<file path="src/hw/rtl/gcb_pkg.sv">
package gcb_pkg;

  // field widths
  localparam int COORD_W      = 24;
  localparam int CHUNK_REG_W  = 4;
  localparam int SUB_REG_W    = 3;
  localparam int EDGE_W       = 23;
  localparam int CFG_IDX_W    = 3;
  localparam int CFG_DATA_W   = 23;
  localparam int CHUNK_SLOT_W = 9;
  localparam int SUB_SLOT_W   = 6;

  // default grid capacity
  localparam int DEF_MAX_CHUNK_AXIS = 8;
  localparam int DEF_MAX_SUB_AXIS   = 4;

  // register indexes
  localparam logic [CFG_IDX_W-1:0] REG_CHUNKS_X = 3'd0;
  localparam logic [CFG_IDX_W-1:0] REG_CHUNKS_Y = 3'd1;
  localparam logic [CFG_IDX_W-1:0] REG_CHUNKS_Z = 3'd2;
  localparam logic [CFG_IDX_W-1:0] REG_SUBS_X   = 3'd3;
  localparam logic [CFG_IDX_W-1:0] REG_SUBS_Y   = 3'd4;
  localparam logic [CFG_IDX_W-1:0] REG_SUBS_Z   = 3'd5;
  localparam logic [CFG_IDX_W-1:0] REG_CELL_EDGE = 3'd6;

  // register reset values
  localparam logic [CHUNK_REG_W-1:0] RST_CHUNKS_X = 4'd5;
  localparam logic [CHUNK_REG_W-1:0] RST_CHUNKS_Y = 4'd1;
  localparam logic [CHUNK_REG_W-1:0] RST_CHUNKS_Z = 4'd5;
  localparam logic [SUB_REG_W-1:0]   RST_SUBS_X   = 3'd4;
  localparam logic [SUB_REG_W-1:0]   RST_SUBS_Y   = 3'd2;
  localparam logic [SUB_REG_W-1:0]   RST_SUBS_Z   = 3'd4;
  localparam logic [EDGE_W-1:0]      RST_CELL_EDGE = 23'd25600;

  // request modes
  localparam logic MODE_ADD   = 1'b0;
  localparam logic MODE_QUERY = 1'b1;

  typedef struct packed {
    logic [CHUNK_REG_W-1:0] chunks_x;
    logic [CHUNK_REG_W-1:0] chunks_y;
    logic [CHUNK_REG_W-1:0] chunks_z;
    logic [SUB_REG_W-1:0]   subs_x;
    logic [SUB_REG_W-1:0]   subs_y;
    logic [SUB_REG_W-1:0]   subs_z;
    logic [EDGE_W-1:0]      cell_edge;
  } grid_cfg_t;

  typedef struct packed {
    logic                      mode;
    logic                      has_mesh;
    logic signed [COORD_W-1:0] pos_x;
    logic signed [COORD_W-1:0] pos_y;
    logic signed [COORD_W-1:0] pos_z;
    logic signed [COORD_W-1:0] box_lo_x;
    logic signed [COORD_W-1:0] box_lo_y;
    logic signed [COORD_W-1:0] box_lo_z;
    logic signed [COORD_W-1:0] box_hi_x;
    logic signed [COORD_W-1:0] box_hi_y;
    logic signed [COORD_W-1:0] box_hi_z;
  } in_item_t;

  typedef struct packed {
    logic                      accepted;
    logic [CHUNK_SLOT_W-1:0]   chunk_slot;
    logic [SUB_SLOT_W-1:0]     sub_slot;
    logic                      cell_empty;
    logic signed [COORD_W-1:0] cell_lo_x;
    logic signed [COORD_W-1:0] cell_lo_y;
    logic signed [COORD_W-1:0] cell_lo_z;
    logic signed [COORD_W-1:0] cell_hi_x;
    logic signed [COORD_W-1:0] cell_hi_y;
    logic signed [COORD_W-1:0] cell_hi_z;
  } out_item_t;

  typedef struct packed {
    logic signed [COORD_W-1:0] lo_x;
    logic signed [COORD_W-1:0] lo_y;
    logic signed [COORD_W-1:0] lo_z;
    logic signed [COORD_W-1:0] hi_x;
    logic signed [COORD_W-1:0] hi_y;
    logic signed [COORD_W-1:0] hi_z;
  } box_t;

  // classified request handed from front to back
  typedef struct packed {
    logic                    acc;
    logic                    add;
    logic [CHUNK_SLOT_W-1:0] cslot;
    logic [SUB_SLOT_W-1:0]   sslot;
    box_t                    box;
  } cls_t;

  // one subcell entry of the box memory
  typedef struct packed {
    logic used;
    box_t box;
  } cell_ent_t;

endpackage

</file>
<file path="src/hw/rtl/gcb_queue.sv">
module gcb_queue
  import gcb_pkg::*;
#(
  parameter int DW = $bits(cls_t)
) (
  input  logic          clk,
  input  logic          rst_n,
  input  logic          push,
  input  logic [DW-1:0] wdata,
  input  logic          pop,
  output logic [DW-1:0] rdata,
  output logic          full,
  output logic          empty
);

  logic [DW-1:0] slot_r [2];
  logic          wp_r, wp_nxt, rp_r, rp_nxt;
  logic [1:0]    cnt_r, cnt_nxt;

  // two-entry ring
  always_comb begin
    wp_nxt  = push ? ~wp_r : wp_r;
    rp_nxt  = pop ? ~rp_r : rp_r;
    cnt_nxt = cnt_r + 2'(push) - 2'(pop);
  end

  assign rdata = slot_r[rp_r];
  assign full  = cnt_r == 2'd2;
  assign empty = cnt_r == 2'd0;

  always_ff @(posedge clk) begin
    if (!rst_n) begin
      wp_r  <= 1'b0;
      rp_r  <= 1'b0;
      cnt_r <= 2'd0;
    end else begin
      wp_r  <= wp_nxt;
      rp_r  <= rp_nxt;
      cnt_r <= cnt_nxt;
    end
  end

  always_ff @(posedge clk) begin
    if (push) slot_r[wp_r] <= wdata;
  end

endmodule

</file>
<file path="config.mk">
export PLATFORM = sky130hd
export DESIGN_NAME = gcb_queue
export DESIGN_NICKNAME = d
export VERILOG_FILES = /design/src/hw/rtl/gcb_pkg.sv /design/src/hw/rtl/gcb_queue.sv
export SDC_FILE = /design/constraint.sdc
export NUM_CORES = 1
export LEC_CHECK = 0
export BUFFER_PORTS_ARGS = -buffer_cell sky130_fd_sc_hd__buf_2
export CAP_MARGIN = 20
export CORE_ASPECT_RATIO = 1.25
export CORE_UTILIZATION = 46
export CTS_BUF_LIST = sky130_fd_sc_hd__clkbuf_8
export DETAILED_ROUTE_END_ITERATION = 12
export HOLD_SLACK_MARGIN = 0.1
export PLACE_DENSITY = 0.72
export SYNTH_ARGS = -nofsm -noshare
export SYNTH_HDL_FRONTEND = slang
export SYNTH_SLANG_ARGS = --single-unit
export TNS_END_PERCENT = 1
</file>
<file path="constraint.sdc">
create_clock -name clk -period 12.95 [get_ports clk]
set_input_delay 1.9425 -clock clk [delete_from_list [all_inputs] [get_ports clk]]
set_output_delay 1.9425 -clock clk [all_outputs]
set_load 0.005 [all_outputs]
</file>
==> results of run 1 <==
==> state kept, by name, indices dropped and copies added (netlist names), named ones only <==
register and cells:
wp_r 1, cnt_r 2, rp_r 1, slot_r 322
==> cell usage after synthesis, drive strengths merged <==
master and instances:
edfxtp 322, mux2 161, buf 18, dfxtp 5, and2 4, nor2b 4
ha 2, inv 2, nor2 1, o21a 1, xnor3 1, xor2 1
==> area by class of cell <==
type	instances	area [um^2]	share of cell area
inverters	2	7.51	0.000499
clock inverters	38	175	0.0116
well taps	340	425	0.0283
multi-input cells	175	2280	0.151
flip-flops and latches	327	9770	0.649
diodes	6	15.0	0.000997
repair buffers	333	1680	0.112
clock buffers	51	702	0.0466
==> power by group through the flow <==
stage / clock, W / combinational, W / sequential, W
CTS: 0.000769 / 0.000232 / 0.00125
global placement: 0 / 0.000228 / 0.00127
detailed placement: 0 / 0.000231 / 0.00127
floorplan: 0 / 0.000139 / 0.00127
finish: 0.000745 / 0.000227 / 0.00125
global route: 0.000812 / 0.000247 / 0.00125
==> through the flow <==
step	worst slack, ns	util	total power (W)	hold WS (ns)
final	8.12	0.579	0.00222	0.580
after global routing	7.94	0.579	0.00231	0.600
after CTS	8.04	0.578	0.00225	0.594
after detailed placement	8.66	0.545	0.00150	0.580
after global placement	8.71	0.545	0.00149	0.568
after floorplan	3.32	-	0.00141	0.555
==> routing by layer <==
metal  vias up  global-route usage
met4         2              0.0788
met1      2937               0.174
li1       2838                   -
met5         -                   0
met2       247               0.281
met3        53              0.0606
==> worst max-delay path by stage <==
stage	to	depth (start not counted)
6_report	rdata[17]	3
2_1_floorplan	slot_r[0][0]$_DFFE_PP_	1
4_1_cts	rdata[17]	3
5_1_grt	rdata[40]	3
3_5_place_dp	rdata[17]	3
3_3_place_gp	rdata[58]	3
==> worst register-to-register path: stages (launching register included) <==
cell and delay (ns):
dfxtp_1 0.34, nor2b_4 0.61, buf_4 0.84
==> kinds of logic (layout without fill, tap and decap cells) <==
family | Yosys count | count (layout) | share of synthesized area
other | 0 | 6 | 0
AO/OA/AOI/OAI | 1 | 1 | 0.000615
flip-flops | 327 | 327 | 0.800
buffers and inverters | 20 | 424 | 0.0136
XOR/XNOR | 2 | 2 | 0.00256
adder cells (fa/ha/maj) | 2 | 2 | 0.00205
AND/OR/NAND/NOR | 9 | 9 | 0.00441
multiplexers | 161 | 161 | 0.176
==> out/results.ini, run 1 <==
[sta]
worst_slew_pin_slew_ns = 1.02
slew_headroom = 0.323
finalSetupViolations = 0
layout_min_cycle_time_ns = 4.83
finalClockSkew_ns = 0.0129
fin_crit_sh = 0.373
rsz0062_at_grt = false
hold_violations = 0
fin_setup_tns_ns = 0
drv_slew = 0
fmax_mhz = 207

[clock_network]
cts_max_level = 2
cts.sinks = 327
path_clk_slew_ns = 0.06
post-cts-setup-buffer-count = 0
cts_buffers = 49
cts_resized = 0
cts_hold_buf = 0
tritoncts = built
clock_path_buffers = 3
clock_insertion_delay_worst_skew_ns = 0.56
cts-root-buf = clkbuf_8

[worst_hold_path]
hp-start = rp_r$_SDFFE_PN0P_
hold_path_depth = 2
min_to = rp_r$_SDFFE_PN0P_
hp-class = flop to flop

[synthesis]
yosysSeqAreaShare = 0.800
synthCells = 522
avgSynthCellArea_um2 = 23.4
ys_warn_count = 0
synth_area_leader_cell = edfxtp_1
ys_ff_latch = 327
ys_top_cells_by_area = edfxtp_1, mux2_4, mux2_2
yosysUniqueCellTypes = 14
synthDominantCellAreaShare = 0.792
synth_nets = 689
synth_area_um2 = 12200

[placement]
placed_area_um2 = 14200
place_inst = 1177
dp_hpwl_mm = 14.9
gp_congestion = 0.760
portBuffers = 327

[global_routing]
grt-ovfl-total = 0
grt_pass1_wl_mm = 33.3
antenna_found_initial = 8
track_usage = 0.162
grt_pass1_vias = 6333
grt_start_max_net_pins = 73

[drt]
route.layer.met1.wl_mm = 8.05
first_pass_iters = 4
drc = 0
wl_per_cell_um = 17.7
drtIter0Drc = 310
route.met2.wl_mm = 11.6
via_per_inst = 4.78
drt-total-wl_mm = 22.5
detailroute.via_count = 6077
ant_nets = 0
highest_layer = met5
wl_met3_mm = 2.02

[setup_path]
setup.worst_path.class = flop to primary output
required_ns = 11.01
reg2regPathDepth = 2
r2r-start = wp_r$_SDFFE_PN0P_
worstPathBufferInverterCount = 2
crit_family = buffers and inverters
worst-path-max-fanout = 61
critPathCaptureType = primary output
crit_path_max_incr_delay_ns = 0.90
rr_endpoint = slot_r[0][99]$_DFFE_PP_
worst_ep_arrival_time_ns = 2.89
path_cells = buf_4 -> mux2_2 -> buf_2
cp_slowest_cell = buf_4
regToRegSetupSlack_ns = 10.71
cp-start-kind = flop

[final_layout]
final_area_um2 = 15100
final_cell_mix = buf_2, edfxtp_1, mux2_4
stdcell_count = 1272
num-fill-cells = 2027
fin_nets = 1055
syn_to_final_growth_pct = 23.4
layout-drive-gt1-share = 0.596
layout_commonest_cell = buf_2

[run_status]
status = finished, final reports clean

[pwr]
ir_drop_mv = 0.104
clock_power_share = 0.336
pwr-share-comb = 0.102
p_switching_w = 0.000481
leakagePower_nw = 5.91
p_int_w = 0.00174
power_density_nw_per_um2 = 147
power.share.sequential = 0.562
switching_share = 0.217

[floorplan]
initial_core_util = 0.469
die_h_um = 184
die_x_um = 148
pin_count = 328
core_area_um2 = 26000
rows = 66
die_area_um2 = 27200

[flow_run]
cap_violations = 0

No activity file was read; power rests on OpenSTA's default activity.
==> inputs of run 2 (changes only) <==
--- a/config.mk
+++ b/config.mk
@@ -12,7 +12,7 @@
 export CTS_BUF_LIST = sky130_fd_sc_hd__clkbuf_8
 export DETAILED_ROUTE_END_ITERATION = 12
 export HOLD_SLACK_MARGIN = 0.1
-export PLACE_DENSITY = 0.72
+export PLACE_DENSITY = 0.75
 export SYNTH_ARGS = -nofsm -noshare
 export SYNTH_HDL_FRONTEND = slang
 export SYNTH_SLANG_ARGS = --single-unit
==> constraint.sdc (replaced) <==
create_clock -name clk -period 4.3 [get_ports clk]
set_input_delay 0.645 -clock clk [delete_from_list [all_inputs] [get_ports clk]]
set_output_delay 0.645 -clock clk [all_outputs]
set_load 0.005 [all_outputs]
==> out/results.ini, run 2 (synthesis results as in run 1) <==
[run_status]
status = finished, final reports clean

[floorplan]
die_x_um = 148  ; unchanged
initial_core_util = 0.469  ; unchanged
core_area_um2 = 26000  ; unchanged
pin_count = 328  ; unchanged
die_area_um2 = 27200  ; unchanged
die_h_um = 184  ; unchanged
rows = 66  ; unchanged

[drt]
detailroute.via_count = 6123  ; +0.76%
wl_per_cell_um = 17.7  ; +0.22%
via_per_inst = 4.83  ; +1.2%
first_pass_iters = 4  ; unchanged
drt-total-wl_mm = 22.4  ; -0.17%
drtIter0Drc = 238  ; -23%
ant_nets = 0  ; unchanged
drc = 0  ; unchanged

[global_routing]
grt_pass1_wl_mm = 32.5  ; -2.2%
track_usage = 0.158  ; -0.00450
grt_start_max_net_pins = 158  ; +120%
antenna_found_initial = 9  ; +1
grt_pass1_vias = 6388  ; +0.87%
grt-ovfl-total = 0  ; unchanged

[placement]
placed_area_um2 = 14200  ; +0.25%
portBuffers = 327  ; unchanged
gp_congestion = 0.740  ; -2.6%
place_inst = 1175  ; -0.17%
dp_hpwl_mm = 14.4  ; -3.0%

[clock_network]
tritoncts = built
path_clk_slew_ns = 0.06  ; about the same
cts_hold_buf = 0  ; unchanged
clock_insertion_delay_worst_skew_ns = 0.54  ; -0.02 ns
cts.sinks = 327  ; unchanged
cts_buffers = 48  ; -2.0%
cts_max_level = 2  ; unchanged
clock_path_buffers = 3  ; unchanged
cts_resized = 0  ; unchanged
post-cts-setup-buffer-count = 0  ; unchanged
cts-root-buf = clkbuf_8

[pwr]
total_power_w = 0.00669  ; +200%
ir_drop_mv = 0.371  ; +260%
leakagePower_nw = 5.91  ; about the same
power_density_nw_per_um2 = 443  ; +200%

[final_layout]
final_area_um2 = 15100  ; +0.19%
layout_commonest_cell = buf_2
largest_reg_flops = 322  ; unchanged
largest_register = slot_r
top_regs = slot_r x322, cnt_r x2
stdcell_count = 1267  ; -0.39%
syn_to_final_growth_pct = 23.6
layout-drive-gt1-share = 0.597  ; +0.000627
fin_nets = 1052  ; -0.28%
final_cell_mix = buf_2, edfxtp_1, mux2_4

[setup_path]
worst_ep_arrival_time_ns = 2.22  ; -0.67 ns
regToRegSetupSlack_ns = 2.52  ; -8.19 ns
critPathCaptureType = primary output
cp-start-kind = flop
path_cells = buf_12 -> mux2_2 -> buf_2
cp_slowest_cell = dfxtp_4
setup.worst_path.class = flop to primary output
crit_family = flip-flops
worst-path-max-fanout = 75  ; +23%
crit_path_max_incr_delay_ns = 0.65  ; -0.25 ns
required_ns = 3.65  ; -7.36 ns
worstPathBufferInverterCount = 2  ; unchanged

[sta]
fmax_mhz = 349
finalClockSkew_ns = 0.0124  ; -0.000420 ns
hold_slack_ns = 0.294  ; -0.286 ns
worst_slew_pin_slew_ns = 0.913  ; -0.103 ns
finalSetupViolations = 0  ; unchanged
fin_crit_sh = 0.666
layout_min_cycle_time_ns = 2.86
fin_setup_tns_ns = 0  ; unchanged
rsz0062_at_grt = false
drv_slew = 0  ; unchanged
slew_headroom = 0.392  ; +0.0689
hold_violations = 0  ; unchanged

[worst_hold_path]
hp-class = input port to flop

[flow_run]
cap_violations = 0  ; unchanged

==> run 2: cell count changes in the layout (fill, tap and decap cells not counted) <==
cell and change:
buf_12 +4, buf_4 -6, bufinv_16 +1, clkbuf_8 -2, clkinv_1 -3, diode_2 +1
==> run 2: power by group <==
group | total, W | switching (W) | internal [W]
Sequential | 0.00375 | 0.0000544 | 0.00369
Clock | 0.00225 | 0.00107 | 0.00117
Combinational | 0.000696 | 0.000308 | 0.000388
Total | 0.00669 | 0.00144 | 0.00525
==> run 2: worst reg2reg max path: cells and delay by family (launching register included) <==
kind,cells,cell delay (ns)
buffers and inverters,1,0.67
DFF,1,0.34
and+or+nand+nor,1,0.25
==> run 2: worst paths after layout <==
path / cells past startpoint / start / endpoint
hold reg to reg: 2 / rp_r$_SDFFE_PN0P_ / flop
setup reg to reg: 2 / wp_r$_SDFFE_PN0P_ / slot_r[0][80]$_DFFE_PP_
hold / removal: 1 / wdata[71] / slot_r[1][71]$_DFFE_PP_
setup / recovery: 3 / flop / rdata[160]
==> run 2: metrics by stage <==
stage / setup slack (ns) / util
2_1_floorplan: -0.532 / -
3_3_place_gp: 1.99 / 0.546
3_5_place_dp: 1.97 / 0.546
4_1_cts: 1.38 / 0.579
5_1_grt: 1.33 / 0.580
6_report: 1.44 / 0.580
==> run 2: layout make-up <==
cell class / count / area [um^2]
multi-input combinational: 175 / 2280
tap: 340 / 425
inverter: 2 / 7.51
antenna: 7 / 17.5
timing repair buffer: 331 / 1720
clock buffer: 49 / 674
clock inverter: 36 / 194
fill: 1993 / 10900
sequential: 327 / 9770
==> run 2: per-layer routing <==
metal | global-route usage | up-vias | share of wire
met2 | 0.287 | 269 | 0.54
met1 | 0.161 | 2979 | 0.34
li1 | - | 2816 | -
met5 | 0 | - | 0.0012
met4 | 0.0808 | 4 | 0.034
met3 | 0.0495 | 55 | 0.080
