[src/hw/rtl/gcb_pkg.sv]
package gcb_pkg;

  // field widths
  localparam int COORD_W      = 24;
  localparam int CHUNK_REG_W  = 4;
  localparam int SUB_REG_W    = 3;
  localparam int EDGE_W       = 23;
  localparam int CFG_IDX_W    = 3;
  localparam int CFG_DATA_W   = 23;
  localparam int CHUNK_SLOT_W = 9;
  localparam int SUB_SLOT_W   = 6;

  // default grid capacity
  localparam int DEF_MAX_CHUNK_AXIS = 8;
  localparam int DEF_MAX_SUB_AXIS   = 4;

  // register indexes
  localparam logic [CFG_IDX_W-1:0] REG_CHUNKS_X = 3'd0;
  localparam logic [CFG_IDX_W-1:0] REG_CHUNKS_Y = 3'd1;
  localparam logic [CFG_IDX_W-1:0] REG_CHUNKS_Z = 3'd2;
  localparam logic [CFG_IDX_W-1:0] REG_SUBS_X   = 3'd3;
  localparam logic [CFG_IDX_W-1:0] REG_SUBS_Y   = 3'd4;
  localparam logic [CFG_IDX_W-1:0] REG_SUBS_Z   = 3'd5;
  localparam logic [CFG_IDX_W-1:0] REG_CELL_EDGE = 3'd6;

  // register reset values
  localparam logic [CHUNK_REG_W-1:0] RST_CHUNKS_X = 4'd5;
  localparam logic [CHUNK_REG_W-1:0] RST_CHUNKS_Y = 4'd1;
  localparam logic [CHUNK_REG_W-1:0] RST_CHUNKS_Z = 4'd5;
  localparam logic [SUB_REG_W-1:0]   RST_SUBS_X   = 3'd4;
  localparam logic [SUB_REG_W-1:0]   RST_SUBS_Y   = 3'd2;
  localparam logic [SUB_REG_W-1:0]   RST_SUBS_Z   = 3'd4;
  localparam logic [EDGE_W-1:0]      RST_CELL_EDGE = 23'd25600;

  // request modes
  localparam logic MODE_ADD   = 1'b0;
  localparam logic MODE_QUERY = 1'b1;

  typedef struct packed {
    logic [CHUNK_REG_W-1:0] chunks_x;
    logic [CHUNK_REG_W-1:0] chunks_y;
    logic [CHUNK_REG_W-1:0] chunks_z;
    logic [SUB_REG_W-1:0]   subs_x;
    logic [SUB_REG_W-1:0]   subs_y;
    logic [SUB_REG_W-1:0]   subs_z;
    logic [EDGE_W-1:0]      cell_edge;
  } grid_cfg_t;

  typedef struct packed {
    logic                      mode;
    logic                      has_mesh;
    logic signed [COORD_W-1:0] pos_x;
    logic signed [COORD_W-1:0] pos_y;
    logic signed [COORD_W-1:0] pos_z;
    logic signed [COORD_W-1:0] box_lo_x;
    logic signed [COORD_W-1:0] box_lo_y;
    logic signed [COORD_W-1:0] box_lo_z;
    logic signed [COORD_W-1:0] box_hi_x;
    logic signed [COORD_W-1:0] box_hi_y;
    logic signed [COORD_W-1:0] box_hi_z;
  } in_item_t;

  typedef struct packed {
    logic                      accepted;
    logic [CHUNK_SLOT_W-1:0]   chunk_slot;
    logic [SUB_SLOT_W-1:0]     sub_slot;
    logic                      cell_empty;
    logic signed [COORD_W-1:0] cell_lo_x;
    logic signed [COORD_W-1:0] cell_lo_y;
    logic signed [COORD_W-1:0] cell_lo_z;
    logic signed [COORD_W-1:0] cell_hi_x;
    logic signed [COORD_W-1:0] cell_hi_y;
    logic signed [COORD_W-1:0] cell_hi_z;
  } out_item_t;

  typedef struct packed {
    logic signed [COORD_W-1:0] lo_x;
    logic signed [COORD_W-1:0] lo_y;
    logic signed [COORD_W-1:0] lo_z;
    logic signed [COORD_W-1:0] hi_x;
    logic signed [COORD_W-1:0] hi_y;
    logic signed [COORD_W-1:0] hi_z;
  } box_t;

  // classified request handed from front to back
  typedef struct packed {
    logic                    acc;
    logic                    add;
    logic [CHUNK_SLOT_W-1:0] cslot;
    logic [SUB_SLOT_W-1:0]   sslot;
    box_t                    box;
  } cls_t;

  // one subcell entry of the box memory
  typedef struct packed {
    logic used;
    box_t box;
  } cell_ent_t;

endpackage

[src/hw/rtl/gcb_front.sv]
module gcb_front
  import gcb_pkg::*;
#(
  parameter int MAX_CHUNK_AXIS = DEF_MAX_CHUNK_AXIS,
  parameter int MAX_SUB_AXIS   = DEF_MAX_SUB_AXIS
) (
  input  logic      clk,
  input  logic      rst_n,
  input  grid_cfg_t cfg,
  input  logic      start_acc,
  input  in_item_t  in_item,
  output logic      busy,
  output logic      push,
  output cls_t      push_data,
  output logic [((MAX_CHUNK_AXIS**3)*(MAX_SUB_AXIS**3) > 1 ?
                 $clog2((MAX_CHUNK_AXIS**3)*(MAX_SUB_AXIS**3)) : 1)-1:0] push_idx,
  input  logic      q_full
);

  localparam int NCW       = $clog2(MAX_CHUNK_AXIS + 1);
  localparam int SCW       = $clog2(MAX_SUB_AXIS + 1);
  localparam int CHUNK_CAP = MAX_CHUNK_AXIS ** 3;
  localparam int SUB_CAP   = MAX_SUB_AXIS ** 3;
  localparam int CELL_CAP  = CHUNK_CAP * SUB_CAP;
  localparam int CSW       = CHUNK_CAP > 1 ? $clog2(CHUNK_CAP) : 1;
  localparam int SSW       = SUB_CAP > 1 ? $clog2(SUB_CAP) : 1;
  localparam int AW        = CELL_CAP > 1 ? $clog2(CELL_CAP) : 1;
  localparam int RW        = (COORD_W - 1) > EDGE_W ? (COORD_W - 1) : EDGE_W;
  localparam int XW        = RW + SCW;

  typedef enum logic [7:0] {
    F_IDLE  = 8'b0000_0001,
    F_CHUNK = 8'b0000_0010,
    F_SCALE = 8'b0000_0100,
    F_SUB   = 8'b0000_1000,
    F_SLOT1 = 8'b0001_0000,
    F_SLOT2 = 8'b0010_0000,
    F_IDX   = 8'b0100_0000,
    F_PUSH  = 8'b1000_0000
  } fst_t;

  fst_t           st_r, st_nxt;
  in_item_t       item_r, item_nxt;
  logic           rej_r, rej_nxt;
  logic [XW-1:0]  rem_r [3];
  logic [XW-1:0]  rem_nxt [3];
  logic [NCW-1:0] c_r [3];
  logic [NCW-1:0] c_nxt [3];
  logic [SCW-1:0] q_r [3];
  logic [SCW-1:0] q_nxt [3];
  logic [CSW-1:0] t_r, t_nxt, cslot_r, cslot_nxt;
  logic [SSW-1:0] u_r, u_nxt, sslot_r, sslot_nxt;
  logic [AW-1:0]  idx_r, idx_nxt;

  logic [NCW-1:0] n [3];
  logic [SCW-1:0] s [3];
  logic [SCW-1:0] smax [3];
  logic [XW-1:0]  edge_e;
  logic [RW-1:0]  pos_m [3];
  logic           ge [3];
  logic           all_done, any_over;

  function automatic logic [NCW-1:0] lim_c(input logic [CHUNK_REG_W-1:0] v);
    logic [NCW-1:0] r;
    if (v == '0) r = NCW'(1);
    else if (int'(v) > MAX_CHUNK_AXIS) r = NCW'(MAX_CHUNK_AXIS);
    else r = NCW'(v);
    return r;
  endfunction

  function automatic logic [SCW-1:0] lim_s(input logic [SUB_REG_W-1:0] v);
    logic [SCW-1:0] r;
    if (v == '0) r = SCW'(1);
    else if (int'(v) > MAX_SUB_AXIS) r = SCW'(MAX_SUB_AXIS);
    else r = SCW'(v);
    return r;
  endfunction

  // effective counts and edge
  always_comb begin
    n[0] = lim_c(cfg.chunks_x);
    n[1] = lim_c(cfg.chunks_y);
    n[2] = lim_c(cfg.chunks_z);
    s[0] = lim_s(cfg.subs_x);
    s[1] = lim_s(cfg.subs_y);
    s[2] = lim_s(cfg.subs_z);
    for (int a = 0; a < 3; a++) begin
      smax[a] = s[a] - SCW'(1);
    end
    edge_e = (cfg.cell_edge == '0) ? XW'(1) : XW'(cfg.cell_edge);
    pos_m[0] = RW'(in_item.pos_x[COORD_W-2:0]);
    pos_m[1] = RW'(in_item.pos_y[COORD_W-2:0]);
    pos_m[2] = RW'(in_item.pos_z[COORD_W-2:0]);
  end

  // sequencer: chunk and subcell by repeated subtraction, then slot math
  always_comb begin
    st_nxt    = st_r;
    item_nxt  = item_r;
    rej_nxt   = rej_r;
    rem_nxt   = rem_r;
    c_nxt     = c_r;
    q_nxt     = q_r;
    t_nxt     = t_r;
    u_nxt     = u_r;
    cslot_nxt = cslot_r;
    sslot_nxt = sslot_r;
    idx_nxt   = idx_r;
    push      = 1'b0;
    all_done  = 1'b1;
    any_over  = 1'b0;
    for (int a = 0; a < 3; a++) begin
      ge[a] = rem_r[a] >= edge_e;
    end
    case (st_r)
      F_IDLE: begin
        if (start_acc) begin
          item_nxt = in_item;
          for (int a = 0; a < 3; a++) begin
            rem_nxt[a] = XW'(pos_m[a]);
            c_nxt[a]   = '0;
          end
          rej_nxt = ((in_item.mode == MODE_ADD) && !in_item.has_mesh) ||
                    in_item.pos_x[COORD_W-1] || in_item.pos_y[COORD_W-1] ||
                    in_item.pos_z[COORD_W-1];
          st_nxt = rej_nxt ? F_PUSH : F_CHUNK;
        end
      end
      F_CHUNK: begin
        for (int a = 0; a < 3; a++) begin
          if (ge[a] && (c_r[a] != n[a])) begin
            rem_nxt[a] = rem_r[a] - edge_e;
            c_nxt[a]   = c_r[a] + NCW'(1);
            all_done   = 1'b0;
          end
          if (c_r[a] == n[a]) any_over = 1'b1;
        end
        if (all_done) begin
          rej_nxt = any_over;
          st_nxt  = any_over ? F_PUSH : F_SCALE;
        end
      end
      F_SCALE: begin
        for (int a = 0; a < 3; a++) begin
          rem_nxt[a] = XW'(rem_r[a][RW-1:0]) * XW'(s[a]);
          q_nxt[a]   = '0;
        end
        st_nxt = F_SUB;
      end
      F_SUB: begin
        for (int a = 0; a < 3; a++) begin
          if (ge[a] && (q_r[a] != smax[a])) begin
            rem_nxt[a] = rem_r[a] - edge_e;
            q_nxt[a]   = q_r[a] + SCW'(1);
            all_done   = 1'b0;
          end
        end
        if (all_done) st_nxt = F_SLOT1;
      end
      F_SLOT1: begin
        t_nxt  = CSW'(c_r[1]) + CSW'(n[1]) * CSW'(c_r[2]);
        u_nxt  = SSW'(q_r[1]) + SSW'(s[1]) * SSW'(q_r[2]);
        st_nxt = F_SLOT2;
      end
      F_SLOT2: begin
        cslot_nxt = CSW'(c_r[0]) + CSW'(n[0]) * t_r;
        sslot_nxt = SSW'(q_r[0]) + SSW'(s[0]) * u_r;
        st_nxt    = F_IDX;
      end
      F_IDX: begin
        idx_nxt = AW'(cslot_r) * AW'(SUB_CAP) + AW'(sslot_r);
        st_nxt  = F_PUSH;
      end
      F_PUSH: begin
        if (!q_full) begin
          push   = 1'b1;
          st_nxt = F_IDLE;
        end
      end
      default: st_nxt = F_IDLE;
    endcase
  end

  // classified word for the queue
  always_comb begin
    push_data.acc   = !rej_r;
    push_data.add   = item_r.mode == MODE_ADD;
    push_data.cslot = rej_r ? '0 : CHUNK_SLOT_W'(cslot_r);
    push_data.sslot = rej_r ? '0 : SUB_SLOT_W'(sslot_r);
    push_data.box.lo_x = item_r.box_lo_x;
    push_data.box.lo_y = item_r.box_lo_y;
    push_data.box.lo_z = item_r.box_lo_z;
    push_data.box.hi_x = item_r.box_hi_x;
    push_data.box.hi_y = item_r.box_hi_y;
    push_data.box.hi_z = item_r.box_hi_z;
    push_idx = idx_r;
  end

  assign busy = st_r != F_IDLE;

  always_ff @(posedge clk) begin
    if (!rst_n) begin
      st_r <= F_IDLE;
    end else begin
      st_r <= st_nxt;
    end
  end

  always_ff @(posedge clk) begin
    item_r  <= item_nxt;
    rej_r   <= rej_nxt;
    rem_r   <= rem_nxt;
    c_r     <= c_nxt;
    q_r     <= q_nxt;
    t_r     <= t_nxt;
    u_r     <= u_nxt;
    cslot_r <= cslot_nxt;
    sslot_r <= sslot_nxt;
    idx_r   <= idx_nxt;
  end

endmodule

[config.mk]
export PLATFORM = sky130hd
export DESIGN_NAME = gcb_front
export DESIGN_NICKNAME = d
export VERILOG_FILES = /design/src/hw/rtl/gcb_pkg.sv /design/src/hw/rtl/gcb_front.sv
export SDC_FILE = /design/constraint.sdc
export NUM_CORES = 1
export LEC_CHECK = 0
export ABC_AREA = 0
export BUFFER_PORTS_ARGS = -buffer_cell sky130_fd_sc_hd__buf_4
export CAP_MARGIN = 20
export CORE_ASPECT_RATIO = 0.9
export CORE_MARGIN = 1
export CORE_UTILIZATION = 40
export CTS_CLUSTER_DIAMETER = 120
export DETAILED_ROUTE_END_ITERATION = 10
export MAX_ROUTING_LAYER = met4
export PLACE_DENSITY_LB_ADDON = 0.05
export SYNTH_ARGS = -nofsm -noshare
export SYNTH_HDL_FRONTEND = slang
export SYNTH_SLANG_ARGS = --single-unit
export TNS_END_PERCENT = 20
[constraint.sdc]
create_clock -name clk -period 12.7 [get_ports clk]
set_input_delay 2.54 -clock clk [delete_from_list [all_inputs] [get_ports clk]]
set_output_delay 2.54 -clock clk [all_outputs]
set_load 0.01 [all_outputs]
==> reports/metrics.yaml <==
synth.top_cell.area_share_pct: 36.6
grt_pass1_wl_um: 109000
place_congestion: 0.869
holdCritStartpoint: "cslot_r[1]"
placed_cells: 3472
setup-violations-final: 0
cap_violations: 0
first_global_vias: 18400
synthDistinctLibCells: 74
core_area_um2: 58500
areaGrowthSynthToFinish_pct: 18.5
syn_inst: 2443
dr.pass1.iters: 5
die_w_um: 259
syn_nets: 3014
multi_input_area_um2: 12800
yosys_most_used_dff: "edfxtp_1"
slowest_stage: "fa_1"
clk_pin_slew_worst_paths_ps: 60
place_ws_ps: 5280
regArea_um2: 8870
ir_worst_vdd_mv: 0.109
cp.arrival_ps: 7270
path_delay_family: "compound AO/OA/AOI/OAI gates"
setup_ws_ps: 5800
r2r-start: "st_r[2]"
rsz0062_at_grt: "false"
antenna_found_initial: 1
cts_setup_buffers: 0
ioPinCount: 444
synth_fa_ha_area_share_pct: 19.1
r2r_end: "rem_r[41]"
synth-seq-cells: 298
dieArea_um2: 60400
ctsResizeCount: 0
rr_worst_depth: 11
min_period_ps: 6900
grt.total_usage_pct: 24.3
fin_skew_ps: 22.7
hpwlAfterDp_um: 57800
post-route-drc-count: 0
hold_class: "flop to flop"
wirelength_um: 72800
end_kind: "flop"
p_leak_uw: 0.0127
wl_per_cell_um: 20.6
fp.dieH_um: 233
path_cells: "buf_4, a21oi_2, buf_4, nand2_1, fa_1, inv_1, ha_1, fa_1, a21o_1, a21o_1, a2111oi_2, nor3_1, nor3_1, o311ai_1, o21ai_0, a21boi_0, o21a_1, o32ai_1"
avgSynthCellArea_um2: 9.74
final_area_um2: 28200
yosysMostFrequentCell: "nand2_1"
crit_type: "input pin to flop"
num_vias: 18600
cts_buffers: 38
nets: 3310
synth_area_leaders: "edfxtp_1, ha_1, fa_1"
setup_tns_ps: 0
period_share_pct: 54.4
fill_cells: 5557
crit_fanout: 30
cts_sinks: 298
synth-xor-area-share_pct: 6.04
ctsHtreeMaxLevel: 2
routed_via_density: 5.25
yosysSeqAreaShare_pct: 37.3
ant_nets: 0
ys_top_cells_by_count: "nand2_1, edfxtp_1, inv_1"
synth_area_um2: 23800
holdPathEnd: "push_idx[7]"
place_area_um2: 27000
tightestPinTransition_ps: 1080
slowest_delay_ps: 570
final_cells: 3541
synth_enable_flop_cells: 290
r2r_slack_ps: 8040
clk_path_buf_depth: 3
grt_overflow_total: 0
hold_viol: 0
port_buffers: 443
grt_max_degree: 88
yosysWarnings: 0
slew_headroom_pct: 26.9
path_buf_inv: 3
power_uw: 4460
drive_above_1_share_pct: 19.8
worstPathRequired_ps: 13070
postCtsHoldBufs: 0
clock_latency_ps: 570
synth_mux_area_share_pct: 0.179
synth_top_family_by_area: "adder cells"
drv_slew: 0
critPathLaunchType: "input pin"
start_util_pct: 40.6
power.density_nw_per_um2: 158
hold_depth: 0
cts_tree: "built"
root_buffer: "clkbuf_16"
synth-compound-area-share_pct: 14.2
max_freq_mhz: 145
drt_iter0_drc: 1242
async_reset_ff_share_pct: 0
yosys.area_share.simple_pct: 13.8
status: "completed"
rows: 84
synth_top_area_cell: "edfxtp_1"
## layer usage
| metal | GRT usage (%) | vias to the layer above | wire [um] |
|---|---|---|---|
| li1 | - | 8991 | - |
| met5 | - | - | 0 |
| met3 | 3.23 | 100 | 4040 |
| met4 | 6.38 | 0 | 1780 |
| met2 | 41.3 | 568 | 35800 |
| met1 | 30.3 | 8941 | 31200 |
## final cells by class
class                      count  share of cell area [%]
multi-input combinational   1692                    45.3
sequential                   298                    31.5
timing repair buffer         461                    12.3
clock buffer                  49                    3.63
tap                          774                    3.44
inverter                     248                    3.32
clock inverter                18                   0.595
antenna                        1                 0.00888
## logic make-up after synthesis
logic type / Yosys count
mux: 4
fa+ha+maj: 305
buf+inv: 453
flops: 298
xor+xnor: 164
simple gates: 707
compound gates: 512
## layout by cell type, fill, tap and decap left out, types with 6 or more instances in the layout
cell type and count:
a21oi_1 125, a22oi_1 38, edfxtp_1 290, or3_1 8, nor4_1 16, o31ai_1 7, clkinv_2 8, o211ai_1 11
o221ai_1 14, xor2_1 70, nand3b_1 8, clkbuf_16 38, o21ai_0 111, a21o_1 58, xnor2_1 94, fa_1 96
o21a_1 16, nand2_1 318, nand2b_1 30, nor2_1 121, a221o_1 15, nor3_1 24, o21bai_1 24, nand4_1 16
and3_1 7, nor2b_1 45, clkbuf_1 8, buf_4 460, o22ai_1 9, a31oi_1 17, ha_1 209, inv_1 247
nand3_1 36, a21boi_0 6, and2_1 53, dfxtp_1 8
## through the flow
stage                     util, %  hold slack, ps
after floorplan                 -             418
after global placement       46.1             436
after detailed placement     46.1             439
after CTS                    48.1             452
after global routing         48.1             466
final                        48.1             448
## flip-flops by register name, summed over array words and instances, names as in the netlist
| signal | cells |
|---|---|
| rem_r | 78 |
| sslot_r | 6 |
| push_idx | 15 |
| rej_r | 1 |
| q_r | 9 |
| u_r | 6 |
| t_r | 9 |
| push_data | 144 |
| st_r | 8 |
| cslot_r | 9 |
| c_r | 12 |
| item_r | 1 |
## power breakdown
group          switching [uW]  internal (uW)  total [uW]
sequential                146           1330        1480
combinational            1140            808        1940
clock                     449            594        1040
## worst max path at each step
stage / start / to / slack [ps] / cells past startpoint
after floorplan: cfg[15] / rem_r[0] / 5340 / 14
after detailed placement: cfg[31] / rem_r[76] / 5280 / 18
after global routing: cfg[31] / rem_r[76] / 5510 / 18
final: cfg[31] / rem_r[76] / 5800 / 18
after global placement: cfg[31] / rem_r[76] / 5410 / 18
after CTS: cfg[31] / rem_r[76] / 5830 / 18
Note: power is estimated with default switching activity, not from simulation.
